File: src/design/mwtl_pkg.sv
// ----------------------------------------------------------------------------
// mwtl_pkg
// Shared types, register indexes and helpers for the minute window logger.
// ----------------------------------------------------------------------------
package mwtl_pkg;

    // register indexes on the configuration channel
    typedef enum logic [2:0] {
        CFG_LOG_ENABLE   = 3'd0,
        CFG_ALARM_ENABLE = 3'd1,
        CFG_START_HOUR   = 3'd2,
        CFG_START_MINUTE = 3'd3,
        CFG_END_HOUR     = 3'd4,
        CFG_END_MINUTE   = 3'd5,
        CFG_UPPER_LIMIT  = 3'd6,
        CFG_LOWER_LIMIT  = 3'd7
    } cfg_index_t;

    localparam int CFG_DATA_W   = 8;
    localparam int S_TDATA_W    = 48;
    localparam int M_TDATA_W    = 40;
    localparam int M_TUSER_W    = 2;
    localparam int TS_W         = 12;

    // ticks after which a record is due, minutes per hour, alarm margin
    localparam logic [7:0]      TICKS_PER_MIN = 8'd59;
    localparam logic [TS_W-1:0] MIN_PER_HOUR  = 12'd60;
    localparam logic [8:0]      NEAR_MARGIN   = 9'd5;
    localparam logic [7:0]      UPPER_RESET   = 8'd255;

    typedef struct packed {
        logic       log_enable;
        logic       alarm_enable;
        logic [4:0] start_hour;
        logic [5:0] start_minute;
        logic [4:0] end_hour;
        logic [5:0] end_minute;
        logic [7:0] upper_limit;
        logic [7:0] lower_limit;
    } cfg_t;

    typedef struct packed {
        logic [3:0] last_seconds_digit;
        logic [7:0] tick_count;
        logic       warning_state;
        logic       alarm_state;
        logic       buzzer_state;
    } state_t;

    typedef struct packed {
        logic [7:0] temperature;
        logic [7:0] year_bcd;
        logic [4:0] month_bcd;
        logic [5:0] date_bcd;
        logic [6:0] minute_bcd;
        logic [5:0] hour_bcd;
        logic [3:0] seconds_units;
    } in_item_t;

    typedef struct packed {
        logic       tick_seen;
        logic       record_valid;
        logic       buzzer_on;
        logic       alarm_led;
        logic       warning_led;
        logic [6:0] record_year;
        logic [3:0] record_month;
        logic [4:0] record_date;
        logic [5:0] record_minute;
        logic [4:0] record_hour;
        logic [7:0] record_temp;
    } result_t;

    // tens*10+units at full precision, tens up to four bits
    function automatic logic [7:0] bcd_to_bin(input logic [3:0] tens, input logic [3:0] units);
        logic [7:0] t8;
        t8 = {4'd0, tens};
        return (t8 << 3) + (t8 << 1) + {4'd0, units};
    endfunction

    // hour*60+minute
    function automatic logic [TS_W-1:0] to_minutes(input logic [7:0] hr, input logic [7:0] mn);
        logic [TS_W-1:0] h;
        h = {{(TS_W-8){1'b0}}, hr};
        return (h * MIN_PER_HOUR) + {{(TS_W-8){1'b0}}, mn};
    endfunction

endpackage

File: src/design/minute_window_temp_logger.sv
// ----------------------------------------------------------------------------
// minute_window_temp_logger
// Once-a-minute temperature logger with window test and limit indicators.
// ----------------------------------------------------------------------------
// Each item on the s_ channel is one poll of the clock chip and the sensor.
// A change of the seconds digit is a tick; the sixtieth tick with logging on
// produces a record when the time of day lies in the configured window.
// Every accepted item gives exactly one item on the m_ channel carrying the
// record (zeros when none), the indicator states and the tick flag.
// Registers are written through the cfg_ channel, always ready; writes are
// meant to happen only while the block holds no item.
// An accepted item sits in the input register, is evaluated combinationally
// and is loaded into the output register, from which it is offered on m_.
// Throughput: one item per cycle while m_ is free; single register stage loop.
// A stalled receiver holds the output register; the input register keeps
// one further item, after which s_tready falls until m_tready returns.
// Reset (aresetn low, synchronous) empties both registers, clears the tick
// state and indicators and sets the registers to their reset values.
// ----------------------------------------------------------------------------
module minute_window_temp_logger (
    input  logic                              aclk,
    input  logic                              aresetn,
    // seconds_units, hour_bcd, minute_bcd, date_bcd, month_bcd, year_bcd,
    // temperature, then zero fill
    input  logic [mwtl_pkg::S_TDATA_W-1:0]    s_tdata,
    input  logic                              s_tvalid,
    output logic                              s_tready,
    // record_temp, record_hour, record_minute, record_date, record_month,
    // record_year, warning_led, alarm_led, buzzer_on, then zero fill
    output logic [mwtl_pkg::M_TDATA_W-1:0]    m_tdata,
    // record_valid, tick_seen
    output logic [mwtl_pkg::M_TUSER_W-1:0]    m_tuser,
    output logic                              m_tvalid,
    input  logic                              m_tready,
    input  logic                              cfg_valid,
    output logic                              cfg_ready,
    input  logic [2:0]                        cfg_index,
    input  logic [mwtl_pkg::CFG_DATA_W-1:0]   cfg_data
);

    mwtl_pkg::cfg_t     cfg_reg;
    mwtl_pkg::state_t   state_reg;
    mwtl_pkg::state_t   state_next;
    mwtl_pkg::in_item_t in_reg;
    logic               in_valid_reg;
    mwtl_pkg::result_t  res_reg;
    mwtl_pkg::result_t  res_next;
    logic               out_valid_reg;
    logic               out_free;
    logic               advance;
    logic               s_accept;

    // handshake
    assign out_free  = !out_valid_reg || m_tready;
    assign advance   = in_valid_reg && out_free;
    assign s_tready  = !in_valid_reg || out_free;
    assign s_accept  = s_tvalid && s_tready;
    assign cfg_ready = 1'b1;

    // configuration registers
    always_ff @(posedge aclk) begin
        if (!aresetn) begin
            cfg_reg <= '{
                log_enable:   1'b0,
                alarm_enable: 1'b0,
                start_hour:   5'd0,
                start_minute: 6'd0,
                end_hour:     5'd0,
                end_minute:   6'd0,
                upper_limit:  mwtl_pkg::UPPER_RESET,
                lower_limit:  8'd0
            };
        end else if (cfg_valid) begin
            unique case (mwtl_pkg::cfg_index_t'(cfg_index))
                mwtl_pkg::CFG_LOG_ENABLE:   cfg_reg.log_enable   <= cfg_data[0];
                mwtl_pkg::CFG_ALARM_ENABLE: cfg_reg.alarm_enable <= cfg_data[0];
                mwtl_pkg::CFG_START_HOUR:   cfg_reg.start_hour   <= cfg_data[4:0];
                mwtl_pkg::CFG_START_MINUTE: cfg_reg.start_minute <= cfg_data[5:0];
                mwtl_pkg::CFG_END_HOUR:     cfg_reg.end_hour     <= cfg_data[4:0];
                mwtl_pkg::CFG_END_MINUTE:   cfg_reg.end_minute   <= cfg_data[5:0];
                mwtl_pkg::CFG_UPPER_LIMIT:  cfg_reg.upper_limit  <= cfg_data;
                mwtl_pkg::CFG_LOWER_LIMIT:  cfg_reg.lower_limit  <= cfg_data;
                default: ;
            endcase
        end
    end

    // evaluation between input and output register
    mwtl_eval u_eval (
        .cfg        (cfg_reg),
        .state      (state_reg),
        .item       (in_reg),
        .state_next (state_next),
        .result     (res_next)
    );

    // control: valid flags and tick state
    always_ff @(posedge aclk) begin
        if (!aresetn) begin
            in_valid_reg  <= 1'b0;
            out_valid_reg <= 1'b0;
            state_reg     <= '0;
        end else begin
            if (s_accept) begin
                in_valid_reg <= 1'b1;
            end else if (advance) begin
                in_valid_reg <= 1'b0;
            end
            if (advance) begin
                out_valid_reg <= 1'b1;
                state_reg     <= state_next;
            end else if (m_tready) begin
                out_valid_reg <= 1'b0;
            end
        end
    end

    // payload registers
    always_ff @(posedge aclk) begin
        if (s_accept) begin
            in_reg <= mwtl_pkg::in_item_t'(s_tdata[43:0]);
        end
        if (advance) begin
            res_reg <= res_next;
        end
    end

    // output packing
    assign m_tvalid = out_valid_reg;
    assign m_tdata  = {2'b00, res_reg[37:0]};
    assign m_tuser  = {res_reg.tick_seen, res_reg.record_valid};

endmodule

File: src/design/mwtl_eval.sv
// ----------------------------------------------------------------------------
// mwtl_eval
// Per-item evaluation: tick detection, minute count, window test, indicators.
// ----------------------------------------------------------------------------
module mwtl_eval (
    input  mwtl_pkg::cfg_t     cfg,
    input  mwtl_pkg::state_t   state,
    input  mwtl_pkg::in_item_t item,
    output mwtl_pkg::state_t   state_next,
    output mwtl_pkg::result_t  result
);

    logic                      tick;
    logic [7:0]                count_inc;
    logic                      minute_due;
    logic [7:0]                hr_bin;
    logic [7:0]                mn_bin;
    logic [7:0]                dt_bin;
    logic [7:0]                mo_bin;
    logic [7:0]                yr_bin;
    logic [mwtl_pkg::TS_W-1:0] now_ts;
    logic [mwtl_pkg::TS_W-1:0] start_ts;
    logic [mwtl_pkg::TS_W-1:0] end_ts;
    logic                      in_window;
    logic                      logged;
    logic [8:0]                temp9;
    logic [8:0]                upper9;
    logic [8:0]                lower9;
    logic                      near_limit;
    logic                      out_limit;

    // tick and minute count
    assign tick       = (item.seconds_units != state.last_seconds_digit);
    assign count_inc  = state.tick_count + 8'd1;
    assign minute_due = cfg.log_enable && (count_inc > mwtl_pkg::TICKS_PER_MIN);

    // bcd to binary, full precision
    assign hr_bin = mwtl_pkg::bcd_to_bin({2'd0, item.hour_bcd[5:4]}, item.hour_bcd[3:0]);
    assign mn_bin = mwtl_pkg::bcd_to_bin({1'd0, item.minute_bcd[6:4]}, item.minute_bcd[3:0]);
    assign dt_bin = mwtl_pkg::bcd_to_bin({2'd0, item.date_bcd[5:4]}, item.date_bcd[3:0]);
    assign mo_bin = mwtl_pkg::bcd_to_bin({3'd0, item.month_bcd[4]}, item.month_bcd[3:0]);
    assign yr_bin = mwtl_pkg::bcd_to_bin(item.year_bcd[7:4], item.year_bcd[3:0]);

    // window test, no midnight wrap
    assign now_ts    = mwtl_pkg::to_minutes(hr_bin, mn_bin);
    assign start_ts  = mwtl_pkg::to_minutes({3'd0, cfg.start_hour}, {2'd0, cfg.start_minute});
    assign end_ts    = mwtl_pkg::to_minutes({3'd0, cfg.end_hour}, {2'd0, cfg.end_minute});
    assign in_window = (now_ts >= start_ts) && (now_ts < end_ts);
    assign logged    = tick && minute_due && in_window;

    // limit tests, margin folded onto one side to stay unsigned
    assign temp9      = {1'b0, item.temperature};
    assign upper9     = {1'b0, cfg.upper_limit};
    assign lower9     = {1'b0, cfg.lower_limit};
    assign near_limit = (temp9 + mwtl_pkg::NEAR_MARGIN > upper9)
                     || (temp9 < lower9 + mwtl_pkg::NEAR_MARGIN);
    assign out_limit  = (temp9 > upper9) || (temp9 < lower9);

    // next state
    always_comb begin
        state_next = state;
        if (tick) begin
            state_next.last_seconds_digit = item.seconds_units;
            state_next.tick_count         = minute_due ? 8'd0 : count_inc;
            if (cfg.alarm_enable) begin
                state_next.warning_state = near_limit;
                state_next.alarm_state   = out_limit;
                state_next.buzzer_state  = out_limit;
            end else begin
                state_next.buzzer_state  = 1'b0;
            end
        end
    end

    // result item
    always_comb begin
        result               = '0;
        result.tick_seen     = tick;
        result.record_valid  = logged;
        result.warning_led   = state_next.warning_state;
        result.alarm_led     = state_next.alarm_state;
        result.buzzer_on     = state_next.buzzer_state;
        if (logged) begin
            result.record_temp   = item.temperature;
            result.record_hour   = hr_bin[4:0];
            result.record_minute = mn_bin[5:0];
            result.record_date   = dt_bin[4:0];
            result.record_month  = mo_bin[3:0];
            result.record_year   = yr_bin[6:0];
        end
    end

endmodule
File: config.mk
export PLATFORM = sky130hd
export DESIGN_NAME = minute_window_temp_logger
export DESIGN_NICKNAME = d
export VERILOG_FILES = /design/src/design/mwtl_pkg.sv /design/src/design/minute_window_temp_logger.sv /design/src/design/mwtl_eval.sv
export SDC_FILE = /design/constraint.sdc
export NUM_CORES = 1
export LEC_CHECK = 0
export ABC_AREA = 0
export BUFFER_PORTS_ARGS = -buffer_cell sky130_fd_sc_hd__buf_2
export CORE_MARGIN = 2
export CORE_UTILIZATION = 55
export DETAILED_ROUTE_END_ITERATION = 7
export GPL_TIMING_DRIVEN = 1
export HOLD_SLACK_MARGIN = 0.06
export PLACE_DENSITY = 0.8
export SLEW_MARGIN = 20
export SYNTH_ARGS = -nofsm -noshare
export SYNTH_HDL_FRONTEND = slang
export SYNTH_HIERARCHICAL = 1
export SYNTH_SLANG_ARGS = --single-unit
File: constraint.sdc
create_clock -name aclk -period 6.4 [get_ports aclk]
set_input_delay 1.6 -clock aclk [delete_from_list [all_inputs] [get_ports aclk]]
set_output_delay 1.6 -clock aclk [all_outputs]
set_load 0.03 [all_outputs]
==> flow_metrics.tcl <==
set metrics [dict create \
    status "finished, final reports clean" \
    num_vias 7150 \
    finalSetupViolations 0 \
    drv_cap 0 \
    syn_inst 966 \
    clock_path_buffers 2 \
    drc_errors 0 \
    cp_cell_sequence "ha_1 > inv_1 > fa_1 > fa_1 > inv_1 > fa_1 > inv_1 > fa_1 > inv_1 > ha_1 > o21ai_0 > o21bai_1 > a21o_1 > and2_1 > nand2_1 > xnor2_2 > ha_1 > a21o_1 > a21o_1 > a211o_1 > a211oi_4 > buf_12 > nor4b_1" \
    final_layout_size_suffix_gt1_share_pct 17.1 \
    dp_cells 1259 \
    skew_ns 0.00564 \
    min_path_type "reg -> reg" \
    fillers 1363 \
    grt_start_max_net_pins 81 \
    yosysSeqAreaShare_pct 37.2 \
    cts_tree "built" \
    layout.cells.non_filler 1292 \
    rsz0062_at_grt "no" \
    max_slew.worst_pin.slew_ns 0.777 \
    clk_latency_ns 0.42 \
    design.die.area_mm2 0.0190 \
    finish.utilization_pct 63.7 \
    synth_top_area_share_pct 25.6 \
    synth.top_cells.by_count "ha_1, nand2_1, inv_1" \
    grtUsageTotal_pct 21.6 \
    final_nets 1272 \
    path_clk_slew_ns 0.06 \
    die_w_um 138 \
    ys_types 59 \
    drtAntennaViolNets 0 \
    fmax_mhz 163 \
    fin_total_pwr_w 0.00391 \
    routed_wirelength_mm 19.8 \
    min_period_ns 6.15 \
    end_kind "flip-flop" \
    syn_area_per_cell_um2 10.2 \
    required_ns 6.61 \
    grt_overflow 0 \
    leakage_nw 4.80 \
    synth.yosys.warnings 6 \
    area_growth_pct 12.8 \
    relSlewSlack_pct 48.2 \
    hp-start "cfg_reg[11]" \
    die_h_um 138 \
    ir_drop_uv 605 \
    cp-start-kind "flip-flop" \
    antenna_found_initial 2 \
    synth_most_common_cell "ha_1" \
    power_density_mw_per_mm2 353 \
    critPathLaunch "in_reg[8]" \
    cp_slowest_stage_delay_ns 0.55 \
    port_buffers 101 \
    largest_reg_flops 44 \
    ys_ff_latch 141 \
    initial_core_util_pct 56.5 \
    wl_per_cell_um 15.3 \
    critPathSlowestCell "fa_1" \
    clock-sinks 141 \
    drt_iter0_drc 334 \
    final.setup.tns_ns 0 \
    synth_edf_count 84 \
    viasPerCell 5.53 \
    yosysTopAreaCell "edfxtp_1" \
    cts-root-buf "clkbuf_16" \
    dp_hpwl_mm 14.5 \
    synthesis.area_mm2 0.00984 \
    cp_top_family "adder cells" \
    timing_hold_violations_final 0 \
    reg2reg_depth 23 \
    fp.coreArea_mm2 0.0174 \
    fin_crit_sh_pct 96.1 \
    grt_pass1_wl_mm 32.1 \
    htreeDepth 4 \
    worstReg2RegStart "in_reg[8]" \
    io_pins 109 \
    place_congestion 0.861 \
    async_flop_share_pct 0 \
    crit_fanout 36 \
    synth_flop_cell "edfxtp_1" \
    path_class "reg -> reg" \
    grt_pass1_vias 6875 \
    dr.pass1.iters 5 \
    crit_buf_inv 5 \
    row_count 48 \
    cp.arrival_ns 6.36 \
    holdPathStages 2 \
    drv_slew 0 \
    cts_made_buffers 17 \
    post_cts_buffers 0 \
    critical_path_depth 23 \
    synth_area_leaders "edfxtp_1, ha_1, dfxtp_1, fa_1, nand2_1" \
]
stage by stage:
step / instance area, µm² / setup WS, ns / hold WS [ns]
finish: 11100 / 0.251 / 0.465
floorplan: 9840 / 0.659 / 0.434
detailed placement: 10500 / 0.285 / 0.455
global placement: 10500 / 0.488 / 0.444
CTS: 11100 / 0.184 / 0.469
global route: 11100 / 0.0219 / 0.490
layer usage:
layer,GRT usage (%),up-vias,wire (µm)
met5,0,-,11
met4,8.39,2,432
met3,4.89,37,1370
met2,35.7,238,9230
met1,27.7,3314,8710
li1,-,3559,-
final cells by class:
class	count	area, µm²	area share (%)
diodes	1	2.50	0.0226
clock buffers	17	425	3.83
clock inverters	15	150	1.35
inverters	88	330	2.98
multi-input cells	698	5650	51.0
flip-flops and latches	141	3660	33.0
well taps	225	282	2.54
repair buffers	107	588	5.30
tightest hold or removal path: cells and delay by family (launching register included):
| kind | cells | cell delay [ns] |
|---|---|---|
| DFF | 1 | 0.31 |
| and+or+nand+nor | 2 | 0.11 |
final timing paths:
| path | to | slack (ns) |
|---|---|---|
| min reg2reg | cfg_reg[11] | 0.46 |
| max reg2reg | m_tdata[31] | 0.25 |
| max | m_tdata[31] | 0.25 |
| min | cfg_reg[11] | 0.46 |
layout by cell type (no fill, tap or decap), types with 34 or more instances in the layout:
master | netlist | final
ha_1 | 127 | 127
nand2_1 | 114 | 114
buf_2 | 10 | 101
inv_1 | 88 | 88
edfxtp_1 | 84 | 84
dfxtp_1 | 57 | 57
o21ai_0 | 44 | 44
xnor2_1 | 42 | 41
nand3_1 | 39 | 39
a21o_1 | 34 | 34
report_power, final:
group          internal [W]  total (W)  switching (W)  leakage, nW
Clock              0.000546   0.000962       0.000416        0.277
Combinational      0.000735    0.00192        0.00119         3.28
Sequential          0.00100    0.00103      0.0000283         1.24
timing repair:
| item | 4_1_cts | 5_1_grt |
|---|---|---|
| gates resized for setup | 0 | 2 |
| hold buffers | 0 | 0 |
| endpoints found under the setup margin | 0 | 3 |
logic make-up (layout without fill, tap and decap cells):
logic type | after synthesis | count (layout) | synth area share, %
XOR/XNOR | 60 | 60 | 5.49
adder cells (fa/ha/maj) | 155 | 155 | 21.8
other | 2 | 4 | 0.0763
AO/OA/AOI/OAI | 162 | 162 | 10.7
multiplexers | 28 | 28 | 2.85
AND/OR/NAND/NOR | 290 | 290 | 16.1
buffers and inverters | 128 | 227 | 5.71
flip-flops | 141 | 141 | 37.2
Power figures use the tool's default switching activity.
